`config.mk`:
```
export PLATFORM = sky130hd
export DESIGN_NAME = color_keyed_rect_blit_fill
export DESIGN_NICKNAME = d
export VERILOG_FILES = /design/src/rtl/ckb_pkg.sv /design/src/rtl/ckb_front.sv /design/src/rtl/ckb_fifo.sv /design/src/rtl/ckb_back.sv /design/src/rtl/color_keyed_rect_blit_fill.sv
export VERILOG_INCLUDE_DIRS = /design/src /design/src/rtl
export SDC_FILE = /design/constraint.sdc
export NUM_CORES = 1
export LEC_CHECK = 0
export ABC_CLOCK_PERIOD_IN_PS = 5400
export BUFFER_PORTS_ARGS = -buffer_cell sky130_fd_sc_hd__buf_2
export CORE_MARGIN = 2
export CORE_UTILIZATION = 35
export DETAILED_ROUTE_END_ITERATION = 7
export GPL_ROUTABILITY_DRIVEN = 0
export SYNTH_ARGS = -nofsm -noshare
export SYNTH_HDL_FRONTEND = slang
export SYNTH_SLANG_ARGS = --single-unit
```
`constraint.sdc`:
```
create_clock -name clk_i -period 5.4 [get_ports clk_i]
set_input_delay 0.81 -clock clk_i [delete_from_list [all_inputs] [get_ports clk_i]]
set_output_delay 0.81 -clock clk_i [all_outputs]
set_load 0.02 [all_outputs]
```
`src/rtl/assert_macros.svh`:
```
// Assertion macros for the blitter RTL
`ifndef ASSERT_MACROS_SVH
`define ASSERT_MACROS_SVH
`ifndef SYNTHESIS
// Property checked on clk_i, disabled while rst_ni is low
`define CKB_ASSERT(label, prop) \
  label: assert property (@(posedge clk_i) disable iff (!rst_ni) (prop)) \
    else $error("blitter assertion failed");
// Property checked on a named clock and active-low reset
`define CKB_ASSERT_CLK(label, clk, rst_n, prop) \
  label: assert property (@(posedge clk) disable iff (!rst_n) (prop)) \
    else $error("blitter assertion failed");
`else
`define CKB_ASSERT(label, prop)
`define CKB_ASSERT_CLK(label, clk, rst_n, prop)
`endif
`endif

```
`src/rtl/ckb_pkg.sv`:
```
// Types and constants of the colour-keyed rectangle blitter
package ckb_pkg;

  localparam int MAX_DIM   = 2048;
  localparam int ADDR_BITS = 24;
  localparam int QDepth    = 2;

  typedef enum logic [2:0] {
    MODE_COPY     = 3'd0,
    MODE_KEY_SKIP = 3'd1,
    MODE_KEY_CLR  = 3'd2,
    MODE_KEY_REPL = 3'd3,
    MODE_KEY_SRC  = 3'd4,
    MODE_FILL     = 3'd5,
    MODE_HSPLIT   = 3'd6,
    MODE_VSPLIT   = 3'd7
  } mode_e;

  typedef enum logic [2:0] {
    REG_MODE        = 3'd0,
    REG_KEY_COLOR   = 3'd1,
    REG_COLOR_A     = 3'd2,
    REG_COLOR_B     = 3'd3,
    REG_RECT_WIDTH  = 3'd4,
    REG_RECT_HEIGHT = 3'd5,
    REG_DST_STRIDE  = 3'd6,
    REG_SPLIT_POS   = 3'd7
  } reg_idx_e;

  // Pixel source chosen by the front end
  typedef enum logic [2:0] {
    OP_SRC     = 3'd0,
    OP_BG      = 3'd1,
    OP_COLOR_A = 3'd2,
    OP_COLOR_B = 3'd3,
    OP_SKIP    = 3'd4
  } op_e;

  typedef struct packed {
    mode_e       mode;
    logic [31:0] key_color;
    logic [31:0] color_a;
    logic [31:0] color_b;
    logic [11:0] rect_width;
    logic [11:0] rect_height;
    logic [13:0] dst_stride;
    logic [11:0] split_pos;
  } cfg_t;

  typedef struct packed {
    logic [31:0] src_pixel;
    logic [31:0] bg_pixel;
  } in_item_t;

  typedef struct packed {
    logic [23:0] dst_offset;
    logic [31:0] pixel_out;
    logic        write_en;
    logic        last;
  } out_item_t;

  typedef struct packed {
    op_e         op;
    logic [23:0] dst_offset;
    logic        last;
    logic [31:0] src_pixel;
    logic [31:0] bg_pixel;
  } q_entry_t;

endpackage

```
`src/rtl/ckb_front.sv`:
```
// Front end: raster position tracking, offset generation and pixel classification
module ckb_front import ckb_pkg::*; #(
  parameter int MaxDim   = MAX_DIM,
  parameter int AddrBits = ADDR_BITS
) (
  input  logic     clk_i,
  input  logic     rst_ni,
  input  cfg_t     cfg_i,
  input  logic     in_valid_i,
  output logic     in_ready_o,
  input  in_item_t in_data_i,
  input  logic     full_i,
  output logic     push_o,
  output q_entry_t entry_o
);

  localparam int CntW = $clog2(MaxDim);
  localparam int DimW = $clog2(MaxDim + 1);

  logic [CntW-1:0]     col_q, col_d, row_q, row_d, col_e, row_e;
  logic [AddrBits-1:0] base_q, base_d, base_e, offset;
  logic [DimW-1:0]     w, h;
  logic                empty, outside, last_col, last_row, is_last, key, accept;
  op_e                 op;

  // Clamp the rectangle to the supported size
  assign w = (32'(cfg_i.rect_width) > 32'(MaxDim)) ? DimW'(MaxDim) : DimW'(cfg_i.rect_width);
  assign h = (32'(cfg_i.rect_height) > 32'(MaxDim)) ? DimW'(MaxDim)
                                                     : DimW'(cfg_i.rect_height);

  assign empty   = (w == '0) || (h == '0);
  assign outside = (DimW'(col_q) >= w) || (DimW'(row_q) >= h);

  // Restart at the origin when the rectangle shrank under the current position
  assign col_e  = outside ? '0 : col_q;
  assign row_e  = outside ? '0 : row_q;
  assign base_e = outside ? '0 : base_q;

  assign offset   = AddrBits'(32'(base_e) + 32'(col_e));
  assign last_col = DimW'(col_e) == (w - DimW'(1));
  assign last_row = DimW'(row_e) == (h - DimW'(1));
  assign is_last  = last_col && last_row;
  assign key      = in_data_i.src_pixel == cfg_i.key_color;

  always_comb begin
    unique case (cfg_i.mode)
      MODE_COPY:     op = OP_SRC;
      MODE_KEY_SKIP: op = key ? OP_SKIP : OP_SRC;
      MODE_KEY_CLR:  op = key ? OP_COLOR_A : OP_SRC;
      MODE_KEY_REPL: op = key ? OP_BG : OP_COLOR_A;
      MODE_KEY_SRC:  op = key ? OP_BG : OP_SRC;
      MODE_FILL:     op = OP_COLOR_A;
      MODE_HSPLIT:   op = (32'(col_e) < 32'(cfg_i.split_pos)) ? OP_COLOR_A : OP_COLOR_B;
      MODE_VSPLIT:   op = (32'(row_e) < 32'(cfg_i.split_pos)) ? OP_COLOR_A : OP_COLOR_B;
      default:       op = OP_SKIP;
    endcase
  end

  assign in_ready_o = !full_i;
  assign accept     = in_valid_i && in_ready_o;
  assign push_o     = accept;

  always_comb begin
    entry_o.src_pixel = in_data_i.src_pixel;
    entry_o.bg_pixel  = in_data_i.bg_pixel;
    if (empty) begin
      entry_o.op         = OP_SKIP;
      entry_o.dst_offset = '0;
      entry_o.last       = 1'b1;
    end else begin
      entry_o.op         = op;
      entry_o.dst_offset = 24'(offset);
      entry_o.last       = is_last;
    end
  end

  always_comb begin
    col_d  = col_q;
    row_d  = row_q;
    base_d = base_q;
    if (accept && !empty) begin
      priority if (is_last) begin
        col_d  = '0;
        row_d  = '0;
        base_d = '0;
      end else if (last_col) begin
        col_d  = '0;
        row_d  = row_e + CntW'(1);
        base_d = AddrBits'(32'(base_e) + 32'(cfg_i.dst_stride));
      end else begin
        col_d  = col_e + CntW'(1);
        row_d  = row_e;
        base_d = base_e;
      end
    end
  end

  always_ff @(posedge clk_i or negedge rst_ni) begin
    if (!rst_ni) begin
      col_q  <= '0;
      row_q  <= '0;
      base_q <= '0;
    end else begin
      col_q  <= col_d;
      row_q  <= row_d;
      base_q <= base_d;
    end
  end

endmodule

```
`src/rtl/ckb_fifo.sv`:
```
// Two-entry queue between the front end and the output stage
`include "assert_macros.svh"
module ckb_fifo import ckb_pkg::*; (
  input  logic     clk_i,
  input  logic     rst_ni,
  input  logic     push_i,
  input  q_entry_t entry_i,
  output logic     full_o,
  input  logic     pop_i,
  output logic     valid_o,
  output q_entry_t entry_o
);

  localparam int PtrW = $clog2(QDepth);
  localparam int CntW = $clog2(QDepth + 1);

  q_entry_t        mem_q [QDepth];
  logic [PtrW-1:0] wr_q, wr_d, rd_q, rd_d;
  logic [CntW-1:0] cnt_q, cnt_d;

  assign full_o  = cnt_q == CntW'(QDepth);
  assign valid_o = cnt_q != '0;
  assign entry_o = mem_q[rd_q];

  always_comb begin
    wr_d  = wr_q;
    rd_d  = rd_q;
    cnt_d = cnt_q;
    if (push_i) begin
      wr_d = (wr_q == PtrW'(QDepth - 1)) ? '0 : wr_q + PtrW'(1);
    end
    if (pop_i) begin
      rd_d = (rd_q == PtrW'(QDepth - 1)) ? '0 : rd_q + PtrW'(1);
    end
    if (push_i && !pop_i) begin
      cnt_d = cnt_q + CntW'(1);
    end else if (pop_i && !push_i) begin
      cnt_d = cnt_q - CntW'(1);
    end
  end

  always_ff @(posedge clk_i or negedge rst_ni) begin
    if (!rst_ni) begin
      wr_q  <= '0;
      rd_q  <= '0;
      cnt_q <= '0;
    end else begin
      wr_q  <= wr_d;
      rd_q  <= rd_d;
      cnt_q <= cnt_d;
    end
  end

  always_ff @(posedge clk_i) begin
    if (push_i) begin
      mem_q[wr_q] <= entry_i;
    end
  end

  `CKB_ASSERT_CLK(a_no_overflow, clk_i, rst_ni, push_i |-> !full_o)
  `CKB_ASSERT_CLK(a_no_underflow, clk_i, rst_ni, pop_i |-> valid_o)
  `CKB_ASSERT_CLK(a_cnt_bound, clk_i, rst_ni, cnt_q <= CntW'(QDepth))
  `CKB_ASSERT(a_cnt_step, (push_i && !pop_i) |=> (cnt_q == $past(cnt_q) + CntW'(1)))

endmodule

```
`src/rtl/ckb_back.sv`:
```
// Back end: pixel selection and registered result output
module ckb_back import ckb_pkg::*; (
  input  logic      clk_i,
  input  logic      rst_ni,
  input  cfg_t      cfg_i,
  input  logic      valid_i,
  input  q_entry_t  entry_i,
  output logic      pop_o,
  output logic      out_valid_o,
  input  logic      out_ready_i,
  output out_item_t out_data_o
);

  logic      out_valid_q, out_valid_d;
  out_item_t out_q, res;

  always_comb begin
    res.dst_offset = entry_i.dst_offset;
    res.last       = entry_i.last;
    res.write_en   = 1'b1;
    unique case (entry_i.op)
      OP_SRC:     res.pixel_out = entry_i.src_pixel;
      OP_BG:      res.pixel_out = entry_i.bg_pixel;
      OP_COLOR_A: res.pixel_out = cfg_i.color_a;
      OP_COLOR_B: res.pixel_out = cfg_i.color_b;
      default: begin
        res.pixel_out = '0;
        res.write_en  = 1'b0;
      end
    endcase
  end

  // Refill the output register when it is empty or being drained
  assign pop_o = valid_i && (!out_valid_q || out_ready_i);

  always_comb begin
    out_valid_d = out_valid_q;
    if (pop_o) begin
      out_valid_d = 1'b1;
    end else if (out_ready_i) begin
      out_valid_d = 1'b0;
    end
  end

  always_ff @(posedge clk_i or negedge rst_ni) begin
    if (!rst_ni) begin
      out_valid_q <= 1'b0;
    end else begin
      out_valid_q <= out_valid_d;
    end
  end

  always_ff @(posedge clk_i) begin
    if (pop_o) begin
      out_q <= res;
    end
  end

  assign out_valid_o = out_valid_q;
  assign out_data_o  = out_q;

endmodule

```
`src/rtl/color_keyed_rect_blit_fill.sv`:
```
// Top level of the colour-keyed rectangle blitter
// Accepts one source/background pixel pair per clock, in row-major order over the
// programmed rectangle, and returns one result per pair: destination offset, pixel,
// write enable and end-of-rectangle flag. Sustained rate is one transaction per clock
// on each side while the output is not stalled. A pair is written into the queue when
// it is accepted and then moves into the output register, which presents the result.
// A two-entry queue and an output register let the input keep flowing while a result
// waits. Configuration writes are always ready and must only be issued while no
// transaction is in flight.
module color_keyed_rect_blit_fill import ckb_pkg::*; #(
  parameter int MaxDim   = MAX_DIM,
  parameter int AddrBits = ADDR_BITS
) (
  input  logic      clk_i,
  input  logic      rst_ni,
  input  logic      cfg_valid_i,
  output logic      cfg_ready_o,
  input  logic [2:0]  cfg_index_i,
  input  logic [31:0] cfg_data_i,
  input  logic      in_valid_i,
  output logic      in_ready_o,
  input  in_item_t  in_data_i,
  output logic      out_valid_o,
  input  logic      out_ready_i,
  output out_item_t out_data_o
);

  cfg_t     cfg_q;
  q_entry_t push_entry, pop_entry;
  logic     push, pop, full, q_valid;

  assign cfg_ready_o = 1'b1;

  always_ff @(posedge clk_i or negedge rst_ni) begin
    if (!rst_ni) begin
      cfg_q <= '0;
    end else if (cfg_valid_i) begin
      unique case (reg_idx_e'(cfg_index_i))
        REG_MODE:        cfg_q.mode        <= mode_e'(cfg_data_i[2:0]);
        REG_KEY_COLOR:   cfg_q.key_color   <= cfg_data_i;
        REG_COLOR_A:     cfg_q.color_a     <= cfg_data_i;
        REG_COLOR_B:     cfg_q.color_b     <= cfg_data_i;
        REG_RECT_WIDTH:  cfg_q.rect_width  <= cfg_data_i[11:0];
        REG_RECT_HEIGHT: cfg_q.rect_height <= cfg_data_i[11:0];
        REG_DST_STRIDE:  cfg_q.dst_stride  <= cfg_data_i[13:0];
        REG_SPLIT_POS:   cfg_q.split_pos   <= cfg_data_i[11:0];
        default:         cfg_q             <= cfg_q;
      endcase
    end
  end

  ckb_front #(
    .MaxDim  (MaxDim),
    .AddrBits(AddrBits)
  ) u_front (
    .clk_i     (clk_i),
    .rst_ni    (rst_ni),
    .cfg_i     (cfg_q),
    .in_valid_i(in_valid_i),
    .in_ready_o(in_ready_o),
    .in_data_i (in_data_i),
    .full_i    (full),
    .push_o    (push),
    .entry_o   (push_entry)
  );

  ckb_fifo u_fifo (
    .clk_i  (clk_i),
    .rst_ni (rst_ni),
    .push_i (push),
    .entry_i(push_entry),
    .full_o (full),
    .pop_i  (pop),
    .valid_o(q_valid),
    .entry_o(pop_entry)
  );

  ckb_back u_back (
    .clk_i      (clk_i),
    .rst_ni     (rst_ni),
    .cfg_i      (cfg_q),
    .valid_i    (q_valid),
    .entry_i    (pop_entry),
    .pop_o      (pop),
    .out_valid_o(out_valid_o),
    .out_ready_i(out_ready_i),
    .out_data_o (out_data_o)
  );

endmodule

```
Word-level counts from Yosys, hierarchy flattened. Memories as Yosys holds them, arrays and structs flattened. Cells that the tools add are included.

Register bits: 258. Bits in writable memories: 184. Input bits: 104. Output and inout port bits: 61. Word-level logic and storage cells: 117. Memories kept: 1.

Add/sub/neg operators: 10. Order comparisons: 6. Equality and inequality tests: 21. Multiplexer cells: 29. Reductions and logical operators: 31.

Memories: u_fifo.mem_q (depth 2, bits a word 92, rd ports 1, clocked after memory_dff 0, wr ports 1, line ckb_fifo.sv:17) `q_entry_t mem_q [QDepth];`.

Operators by type and width (number): 32-bit case mux with 4 select lines (1); 24-bit 2-to-1 mux (3); 11-bit 2-to-1 mux (6); 32-bit equality test (1); 28-bit 2-to-1 mux (1); 24-bit by 11-bit adder with 24-bit output (1); 24-bit by 14-bit adder with 24-bit output (1); 11-bit by 12-bit equality test with 1-bit output (2); 3-bit equality test (second input constant) (8); 11-bit by 12-bit greater-or-equal comparator with 1-bit output (2); 12-bit > comparator (second input constant) (2); 12-bit logical NOT (2); 11-bit by 12-bit < comparator with 1-bit output (2); 12-bit 2-to-1 mux (2); 3-bit case mux with 8 select lines (1); 12-bit by 1-bit subtractor with 12-bit output (second input constant) (2); 11-bit by 1-bit adder with 11-bit output (second input constant) (2); 3-bit by 2-bit equality test with 1-bit output (second input constant) (6); 2-bit AND reduction (8); 1-bit 2-to-1 mux (10); 3-bit by 1-bit equality test with 1-bit output (second input constant) (3); 3-bit logical NOT (3); 2-bit 2-to-1 mux (4); 1-bit logical AND (6); 9 further kinds (18).

Depth between registers and ports, before layout. Gate-level depths: netlist (run 1).

Depth after elaboration: 9. Mapped depth: 24. Mapped depth without buffers: 19.

Hierarchy. A second synthesis (run 1) with hierarchy kept.

Cell total of the unflattened synthesis: 1808. Area total of the unflattened synthesis: 23119.7 um^2.

By module, submodules not included: ckb_front (instances 1, cells an instance 1008, area each 7494.7 um^2, seq. area each 1151.1 um^2); ckb_fifo (instances 1, cells an instance 302, area each 7109.3 um^2, seq. area each 5625.4 um^2); color_keyed_rect_blit_fill (instances 1, cells an instance 323, area each 5699.2 um^2, seq. area each 3728.6 um^2); ckb_back (instances 1, cells an instance 175, area each 2816.5 um^2, seq. area each 1766.7 um^2).

Worst setup path before layout (run 1). No wires, ideal clock.

Path kind: flip-flop to flip-flop. Start point: register cfg_q[37] (netlist bit). End point: memory u_fifo.mem_q[0][83] (netlist bit), data pin. Setup time: 301 ps. Data arrival time: 5440 ps. Required time: 5099 ps. Slack: -341 ps. Cell stages (with the launch flop): 23. Path buffers: 6. Period minus slack after synthesis: 5741 ps. Cells stage by stage: dfrtp_1 -> clkbuf_1 -> clkbuf_1 -> clkbuf_1 -> nand2b_1 -> ha_1 -> a21oi_1 -> o21ai_0 -> a22o_1 -> nor3_1 -> clkbuf_1 -> clkbuf_1 -> clkbuf_1 -> and2_1 -> inv_1 -> fa_1 -> o21ai_0 -> a31oi_1 -> o31ai_1 -> a31oi_1 -> nor3_1 -> xor2_1 -> nor2_1.

RTL lines: start: declaration (line color_keyed_rect_blit_fill.sv:28) `cfg_t cfg_q;`; start signal: assignment (line color_keyed_rect_blit_fill.sv:47) `default: cfg_q <= cfg_q;`; end: declaration (line ckb_fifo.sv:17).

==> metrics.txt, run 1 <==
Die X=254.6 um; maximum VDD drop=0.2460 mV; Async S/R FF share, synth=0.4525; die extent in y=254.6 um; WL/cell=21.37 um; IO buf count=163; Max Fanout on Critical Path=18; largest net degree at the start of global routing=99; Sequential Power Share=0.408; Tmin final=5041 ps; Hold Path Class=in2async; vias in the first global route=15615; TNS Setup=0 ps; Sw Ratio=0.3586; via count=15783; WP data required=5840 ps; Critical Path AT=5480 ps; number of setup violations in the final report=0; IO Pins=165; Primary FF master, synth=edfxtp_1; sequential cell area fraction in the yosys report=0.5585; syn_nets=1993; CTS buffer count=48; Util after Layout=0.4165; PnR Total Power=0.01281 W; CTS root buf=clkbuf_16; 1st-iter DRT viols=1394; run status=complete, no violations; Clk pwr share=0.260; flops & latches, synth=442; crit path launch type=flip-flop; Int Pwr=0.008215 W; nets=2193; Vias/cell=5.454; syn_area_per_cell=12.09 sq um; Critical Path End Type=flip-flop; post-synthesis cell area=21970 sq um; TritonCTS Sinks=442; aggregate global-route resource usage=0.1887; Post-Place Cell Area=24160 sq um; Power Density=496.6 nW/um^2; EDFF count, synth=242; Max clock buf depth=3; fillers=5900; DP HPWL=43250 um; Setup Skew=39.43 ps; core area=61940 sq um; Fin. Hold Viols=0; Worst Tran Pin Value=1065 ps; final instance area=25800 sq um; Hold Buf Count CTS=0; fraction of layout cells with a size suffix above 1=0.2596; max-cap violation count=0; number of remaining DRC errors=0; NetSw=0.004594 W; YS warnings=0; RSZ-0062 raised after global routing=no; CTS tree=done; Post-DRT Antenna Nets=0; Die Footprint=64800 sq um; final wirelength=61850 um; post-synth cell types=81; period utilization=0.9335; logic gate share of total power=0.332; max_slew headroom=0.2844; FP Rows=91; Cells after Synth=1817; H-tree Lvls=2; clock latency at the later pin of the worst-skew pair=620 ps; max-slew violations=0; Syn-to-layout area delta=17.40%; Setup CP Type=reg2reg; GRT overflow=0; DRT Pass-1 Iters=6; antenna fix cells=0; Worst-path clk slew=60 ps; initial antenna violation count=5; achievable frequency=198.4 MHz; Initial Utilization=0.3548; first-pass GRT wire length=93780 um; Static Leakage=10.42 nW
[through the flow]
step | setup slack (ps) | hold slack, ps | instances
after floorplan | 10.50 | 441.8 | 1817
after CTS | 310.9 | 328.6 | 2894
after detailed placement | 357.6 | 467.1 | 2804
after global placement | 464.4 | 457.5 | 2804
after global routing | 56.83 | 358.4 | 2894
final | 359.3 | 303.0 | 2894
[state kept, by name (all words and copies together), names as in the netlist]
signal              flops
u_fifo.cnt_q            2
u_front.col_q          11
cfg_q                 149
u_back.out_data_o      58
u_fifo.mem_q          184
u_back.out_valid_o      1
u_fifo.rd_q             1
u_fifo.wr_q             1
u_front.row_q          11
u_front.base_q         24
[per-layer routing]
layer | wire length (um) | track usage | vias to the layer above
met5 | 26 | 0 | -
met4 | 1521 | 0.05297 | 4
met3 | 3680 | 0.03154 | 106
met2 | 29240 | 0.3118 | 530
met1 | 27390 | 0.2561 | 7910
li1 | - | - | 7233
[worst paths after layout]
| path | startpoint | endpoint | slack, ps | cells after the start |
|---|---|---|---|---|
| hold / removal | rst_ni | cfg_q[76] | 300 | 1 |
| setup / recovery | cfg_q[37] | u_fifo.mem_q[1][86] | 360 | 18 |
| hold reg to reg | u_front.base_q[9] | u_front.base_q[9] | 470 | 2 |
| min in group clk_i | in_data_i[31] | u_fifo.mem_q[0][31] | 380 | 1 |
| max in group asynchronous | rst_ni | u_fifo.rd_q | 3920 | 2 |
| setup reg to reg | cfg_q[37] | u_fifo.mem_q[1][86] | 360 | 18 |
[Yosys cell counts (7+ instances only)]
cell,number,share of area
a221o_1,16,0.0073
a211oi_1,9,0.0031
or4_1,14,0.0048
nand2b_1,20,0.0057
nor2b_1,8,0.0023
a31oi_1,17,0.0048
xnor2_1,56,0.022
inv_1,49,0.0084
o21ai_0,122,0.028
or2_2,7,0.0020
a22oi_1,7,0.0024
ha_1,70,0.040
mux2i_1,58,0.026
or3_1,13,0.0037
a32oi_1,7,0.0028
nand4b_1,10,0.0040
nand4_1,30,0.0085
edfxtp_1,242,0.33
and3_1,16,0.0046
nor3_1,35,0.0080
and2_1,29,0.0083
nand2_1,132,0.023
a21o_1,21,0.0072
buf_1,8,0.0014
nand3_1,35,0.0080
a21oi_1,47,0.011
o21a_1,7,0.0024
mux2_2,187,0.096
nor2_1,90,0.015
o22ai_1,23,0.0065
clkbuf_1,74,0.013
xor2_1,23,0.0092
nor4_1,15,0.0043
o31ai_1,13,0.0044
dfrtp_1,200,0.23
o211ai_1,7,0.0024
[layout by cell type, fill, tap and decap left out, drive strengths merged, types with 17 or more instances in the layout]
master  instances
nor3           36
inv            52
edfxtp        242
xor2           23
and2           29
dfrtp         200
nor2           90
o22ai          23
a31oi          17
xnor2          56
nand3          35
a21oi          47
o21ai         124
nand2         132
nand4          30
a21o           21
nand2b         20
mux2i          58
buf           238
clkbuf         70
ha             70
mux2          187
[critical path, cell delays in order, from the launching register on]
cell	delay, ps
dfrtp_2	510
nor2b_1	180
inv_1	70
ha_1	310
nand4b_1	130
or4_1	590
o22ai_2	290
nor3_4	130
and2_1	230
ha_1	290
a21oi_1	60
o21ai_0	280
a31oi_1	210
o41ai_1	370
buf_4	180
and3_1	190
nand3_1	240
or3_1	390
a21oi_1	190
[area by class of cell]
type                       count  area [sq um]  area share
sequential                   442         12280      0.4759
multi-input combinational   1237          9240      0.3582
timing repair buffer         239          1420     0.05505
clock buffer                  69          1391     0.05394
tap                          837          1047     0.04060
clock inverter                21         236.5    0.009167
inverter                      49         183.9    0.007130
[timing repair]
item                                    4_1_cts  5_1_grt
endpoints found under the hold margin         0        0
resized for setup                             0        2
endpoints found under the setup margin        0       10
buffers inserted                              0        0
[power by group through the flow]
| stage | registers, W | logic [W] | clock network [W] |
|---|---|---|---|
| floorplan | 0.00538 | 0.00262 | 0 |
| CTS | 0.00523 | 0.00426 | 0.00340 |
| global placement | 0.00527 | 0.00415 | 0 |
| finish | 0.00523 | 0.00425 | 0.00333 |
| global route | 0.00532 | 0.00463 | 0.00352 |
| detailed placement | 0.00529 | 0.00424 | 0 |
[cells by family after synthesis]
logic type                 Yosys count  share of synthesized area
buffers and inverters              138                    0.02437
muxes                              245                     0.1223
adders and majority gates           72                    0.04168
AOI/OAI and AO/OA                  355                     0.1053
other                                1                  0.0001707
and+or+nand+nor                    484                     0.1152
DFF                                442                     0.5585
xor gates and xnor gates            80                    0.03251
(Power assumes the default switching activity.)
==> inputs of run 2 (changes only) <==
--- a/config.mk
+++ b/config.mk
@@ -10,3 +10,3 @@
 export BUFFER_PORTS_ARGS = -buffer_cell sky130_fd_sc_hd__buf_2
-export CORE_MARGIN = 2
+export CORE_MARGIN = 5
 export CORE_UTILIZATION = 35
==> constraint.sdc (replaced) <==
create_clock -name clk_i -period 5.4 [get_ports clk_i]
set_input_delay 0.27 -clock clk_i [delete_from_list [all_inputs] [get_ports clk_i]]
set_output_delay 0.27 -clock clk_i [all_outputs]
set_load 0.02 [all_outputs]
==> metrics.txt, run 2 (synthesis results as in run 1) <==
GRT overflow=0 (unchanged); DP HPWL=43210 um (about the same); Die Footprint=67890 sq um (+4.8%); CTS root buf=clkbuf_16; Vias/cell=5.419 (-0.64%); register area=12280 sq um (unchanged); achievable frequency=196.6 MHz (-0.88%); Post-DRT Antenna Nets=0 (unchanged); Setup CP Type=reg2reg; Critical Path AT=5500 ps (+20 ps); TritonCTS Sinks=442 (unchanged); Power Density=486.3 nW/um^2 (-2.1%); Most flops, register=u_fifo.mem_q; fillers=5797 (-1.7%); H-tree Lvls=2 (unchanged); Syn-to-layout area delta=20.85%; nets=2260 (+3.1%); IO Pins=165 (unchanged); crit path launch type=flip-flop; multi-input logic area=9250 sq um (+0.11%); run status=complete, no violations; clock latency at the later pin of the worst-skew pair=600 ps (-20 ps); Worst-path clk slew=60 ps (about the same); Post-Place Cell Area=24050 sq um (-0.48%); period utilization=0.9417 (+0.008282); FP Rows=91 (unchanged); max-slew violations=0 (unchanged); commonest non-fill, non-tap cell in the layout=edfxtp_1; Worst Tran Pin Value=1145 ps (+79.64 ps); WL/cell=21.14 um (-1.1%); vias in the first global route=16359 (+4.8%); max-cap violation count=0 (unchanged); max_slew headroom=0.2287 (-0.05569); die extent in y=260.6 um (+2.4%); CTS buffer count=47 (-2.1%); CTS tree=done; DRT Pass-1 Iters=5 (-1); Initial Utilization=0.3548 (unchanged); Setup Skew=20.64 ps (-18.80 ps); 1st-iter DRT viols=1207 (-13%); Max Fanout on Critical Path=22 (+4); Hold Path Class=in2reg; Static Leakage=10.70 nW (+2.7%); maximum VDD drop=0.2437 mV (-0.92%); most frequent cells in the layout=242 x edfxtp_1, 198 x dfrtp_1, 187 x mux2_2, 162 x buf_2, 132 x nand2_1; final wirelength=62630 um (+1.3%); Critical Path End Type=flip-flop; PnR Total Power=0.01291 W (+0.82%); max reg flops=184 (unchanged); number of remaining DRC errors=0 (unchanged); Max clock buf depth=3 (unchanged); WP data required=5820 ps (-20 ps); fraction of layout cells with a size suffix above 1=0.2416 (-0.01796); number of setup violations in the final report=0 (unchanged); via count=16051 (+1.7%); core area=61940 sq um (unchanged); IO buf count=163 (unchanged); aggregate global-route resource usage=0.1806 (-0.008080); first-pass GRT wire length=96390 um (+2.8%); final instance area=26560 sq um (+2.9%); largest net degree at the start of global routing=113 (+14%); TNS Setup=0 ps (unchanged); Tmin final=5085 ps (+44.72 ps); initial antenna violation count=6 (+1); Fin. Hold Viols=0 (unchanged); Die X=260.6 um (+2.4%)
run 2: through the flow:
stage	hold slack (ps)	instances	setup slack, ps	util
global route	15.02	2960	-0.6213	0.4287
floorplan	-25.59	1817	10.50	-
finish	36.49	2962	314.6	0.4287
CTS	0.8756	2960	116.0	0.4284
detailed placement	391.5	2787	186.4	0.3882
global placement	389.5	2787	352.0	0.3882
run 2: report_power, final:
group | internal [W] | switching [W] | leakage, nW
clock network | 0.00202 | 0.00140 | 0.785
logic | 0.00164 | 0.00263 | 5.18
registers | 0.00469 | 0.000541 | 4.74
run 2: final timing paths:
check                                   startpoint  cells after the start                  end  slack [ps]
worst min register to register  u_front.base_q[10]                      2   u_front.base_q[10]         480
max in group asynchronous                   rst_ni                      3   u_front.base_q[20]        3870
worst min-delay path                cfg_data_i[13]                      2           cfg_q[127]          40
worst max-delay path                     cfg_q[37]                     17  u_fifo.mem_q[0][86]         310
min in group asynchronous                   rst_ni                      2            cfg_q[79]         300
worst max register to register           cfg_q[37]                     17  u_fifo.mem_q[0][86]         310
run 2: what timing repair did:
| item | in CTS | in global routing |
|---|---|---|
| hold endpoints to repair | 273 | 0 |
| resized for setup | 0 | 5 |
| endpoints found under the setup margin | 0 | 31 |
| setup buffers | 0 | 0 |
| hold buffers | 85 | 0 |
run 2: routing by layer:
metal / up-vias / wire length, um / global-route usage
li1: 7378 / - / -
met1: 8073 / 27490 / 0.2522
met2: 511 / 29700 / 0.2937
met3: 85 / 3950 / 0.03077
met4: 4 / 1455 / 0.04799
met5: - / 27 / 0
run 2: cell type report:
type | instances | area share
clock buffer | 66 | 0.05004
tap | 837 | 0.03944
timing repair buffer | 307 | 0.08118
antenna | 2 | 0.0001885
clock inverter | 22 | 0.01159
multi-input combinational | 1237 | 0.3483
inverter | 49 | 0.006926
sequential | 442 | 0.4623
run 2: critical path, cell delays in order (launching register included):
cell	delay [ps]
dfrtp_2	530
nor2b_1	200
inv_1	90
ha_1	320
nand4b_1	120
or4_1	600
o22ai_2	280
nor3_4	120
and2_1	240
ha_1	290
a21oi_1	60
o21ai_0	280
a31oi_1	200
o41ai_2	420
and3_1	290
nand3_1	270
or3_1	400
a21oi_1	200
==> inputs of run 3 (changes only) <==
SYNTH_HIERARCHICAL = 1   (was default)
==> metrics.txt, run 3 <==
clock latency at the later pin of the worst-skew pair=590 ps (about the same); TNS Setup=0 ps (unchanged); post-synthesis cell area=23120 sq um (+5.2%); Vias/cell=5.308 (-2.0%); critical path cell sequence=clkinvlp_4 -> nand2_1 -> ha_1 -> and3_1 -> o21ai_0 -> a311o_1 -> and2_1 -> buf_4 -> and3_1 -> inv_1 -> fa_1 -> inv_1 -> maj3_1 -> nand2_1 -> o31a_1 -> o31ai_1 -> o31ai_1 -> nor2_1 -> xor2_1 -> nor2_1; Hold Path Class=in2reg; period utilization=0.9412 (about the same); WL/cell=21.03 um (-0.54%); Tmin final=5083 ps (-2.709 ps); Most flops, register=u_fifo/mem_q; met1 Usage GRT=0.2276 (-0.02463); H-tree Lvls=2 (unchanged); DP HPWL=41710 um (-3.5%); Max clock buf depth=3 (unchanged); Critical path origin=cfg_q[37]; DRT Pass-1 Iters=6 (+1); final instance area=26700 sq um (+0.54%); synth cell count leaders=242 x edfxtp_1, 200 x dfrtp_1, 155 x mux2_2, 90 x nand2_1, 89 x mux2_4; Setup Skew=41.27 ps (+20.63 ps); largest net degree at the start of global routing=113 (unchanged); 1st-iter DRT viols=1396 (+16%); Primary FF master, synth=edfxtp_1; syn_nets=1984 (-0.45%); aggregate global-route resource usage=0.1656 (-0.01508); maximum VDD drop=0.2979 mV (+22%); max-cap violation count=0 (unchanged); met3 Use GR=0.02895 (-0.001821); flops & latches, synth=442 (unchanged); commonest non-fill, non-tap cell in the layout=edfxtp_1; CTS buffer count=47 (unchanged); top area cells in the synthesized netlist=edfxtp_1 31%, dfrtp_1 22%, mux2_2 7.5%; Max Fanout on Critical Path=14 (-36%); worst r2r src=cfg_q[37]; Fin. Hold Viols=0 (unchanged); Die X=267.0 um (+2.5%); sequential cell area fraction in the yosys report=0.5308 (-0.02769); initial antenna violation count=10 (+4); slowest stage delay, CP=450 ps (-150 ps); run status=complete, no violations; Setup CP Type=reg2reg; via count=15377 (-4.2%); post-synth top area share=0.3143 (-0.01639); slowest CP cell=dfrtp_1; vias in the first global route=15524 (-5.1%); Worst-path clk slew=60 ps (about the same); PnR Total Power=0.01275 W (-1.3%); RSZ-0062 raised after global routing=no; Cells after Synth=1808 (-0.50%); FP Rows=94 (+3.3%); max reg flops=184 (unchanged); number of remaining DRC errors=0 (unchanged); largest area contributor in the netlist=edfxtp_1; Critical Path End Type=flip-flop; Async S/R FF share, synth=0.4525 (unchanged); EDFF count, synth=242 (unchanged); IO buf count=163 (unchanged); number of setup violations in the final report=0 (unchanged); syn_area_per_cell=12.79 sq um (+5.7%); TritonCTS Sinks=442 (unchanged); fillers=6155 (+6.2%); Static Leakage=11.05 nW (+3.3%); first-pass GRT wire length=93000 um (-3.5%); YS warnings=6 (+6); Post-Place Cell Area=24260 sq um (+0.91%); Post-DRT Antenna Nets=0 (unchanged); count leader, synth=edfxtp_1; WP data required=5670 ps (-150 ps); Die Footprint=71300 sq um (+5.0%); Post-CTS Setup Repair Bufs=0 (unchanged); HP Start=cfg_data_i[13]; max_slew headroom=0.2663 (+0.03766); Critical Path AT=5360 ps (-140 ps); achievable frequency=196.7 MHz (about the same); Top Usage Layer GRT=met2; Power Density=477.6 nW/um^2 (-1.8%); met2 Use GR=0.2757 (-0.01800); r2r setup slk=320 ps (about the same); max-slew violations=0 (unchanged); nets=2169 (-4.0%); crit path launch type=flip-flop; die extent in y=267.0 um (+2.5%); Initial Utilization=0.3523 (-0.002475); Syn-to-layout area delta=15.48%; CTS root buf=clkbuf_16; GRT overflow=0 (unchanged); most frequent cells in the layout=242 x edfxtp_1, 199 x dfrtp_1, 162 x buf_2, 154 x mux2_2; core area=65630 sq um (+6.0%); IO Pins=165 (unchanged); CTS tree=done; Worst Tran Pin Value=1100 ps (-44.40 ps); final wirelength=60920 um (-2.7%); post-synth cell types=93 (+15%); fraction of layout cells with a size suffix above 1=0.2760 (+0.03436)
[run 3: cell types whose count changed after synthesis, moves of 17 or more]
cell / before / now
and3_1: 16 / 43
o21ai_0: 122 / 53
mux2_2: 187 / 155
nand2_1: 132 / 90
and2_1: 29 / 12
clkbuf_1: 74 / 27
mux2_4: 0 / 89
buf_4: 1 / 69
buf_6: 1 / 25
[run 3: critical path, delay by kind of cell (launching register included)]
kind,cells,cell delay [ps]
DFF,1,450
xor gates and xnor gates,1,150
AOI/OAI and AO/OA,5,1380
and+or+nand+nor,7,1230
adders and majority gates,3,860
buffers and inverters,4,700
[run 3: where the power goes]
part,switching [W],internal (W)
Combinational,0.00252,0.00185
Sequential,0.000496,0.00462
Clock,0.00136,0.00190
Total,0.00438,0.00837
[run 3: worst paths after layout]
| kind | endpoint | cells after the start |
|---|---|---|
| max | u_fifo/mem_q[1][85] | 20 |
| min | cfg_q[127] | 2 |
| max reg2reg | u_fifo/mem_q[1][85] | 20 |
| min reg2reg | u_front/base_q[9] | 2 |
| max in group asynchronous | cfg_q[63] | 3 |
| min in group asynchronous | cfg_q[52] | 2 |
[run 3: kinds of logic (layout without fill, tap and decap cells)]
logic type	count (synthesis)	in the layout	share of synthesized area
flops	442	442	0.5308
simple gates	413	413	0.09622
mux	313	313	0.1632
compound gates	285	285	0.08248
buf+inv	200	421	0.05645
xor+xnor	81	81	0.03069
fa+ha+maj	73	73	0.04005
other cells	1	5	0.0001622
[run 3: through the flow]
step	util	instances	setup slack, ps	hold slack (ps)
final	0.4068	2897	317.3	53.02
after floorplan	-	1808	107.3	-25.59
after CTS	0.4065	2893	220.3	23.48
after global routing	0.4067	2894	39.08	38.62
after global placement	0.3697	2723	419.3	459.2
after detailed placement	0.3697	2723	290.7	464.5
[run 3: per-layer routing]
metal	vias to the layer above	share of wire
li1	7043	-
met1	7756	0.44
met2	493	0.47
met3	81	0.063
met4	4	0.020
met5	-	0.00034
[run 3: layout make-up]
class	instances	area, sq um	share of cell area
Antenna cell	4	10.01	0.0003749
Clock buffer	64	1311	0.04911
Clock inverter	21	251.5	0.009420
Inverter	48	183.9	0.006889
Multi-Input combinational cell	1166	9584	0.3590
Sequential cell	442	12280	0.4598
Tap cell	864	1081	0.04049
Timing Repair Buffer	288	2001	0.07494
[run 3: what timing repair did]
item,CTS,global route
endpoints found under the hold margin,294,0
endpoints found under the setup margin,0,13
hold buffers,85,0
gates resized for setup,0,3
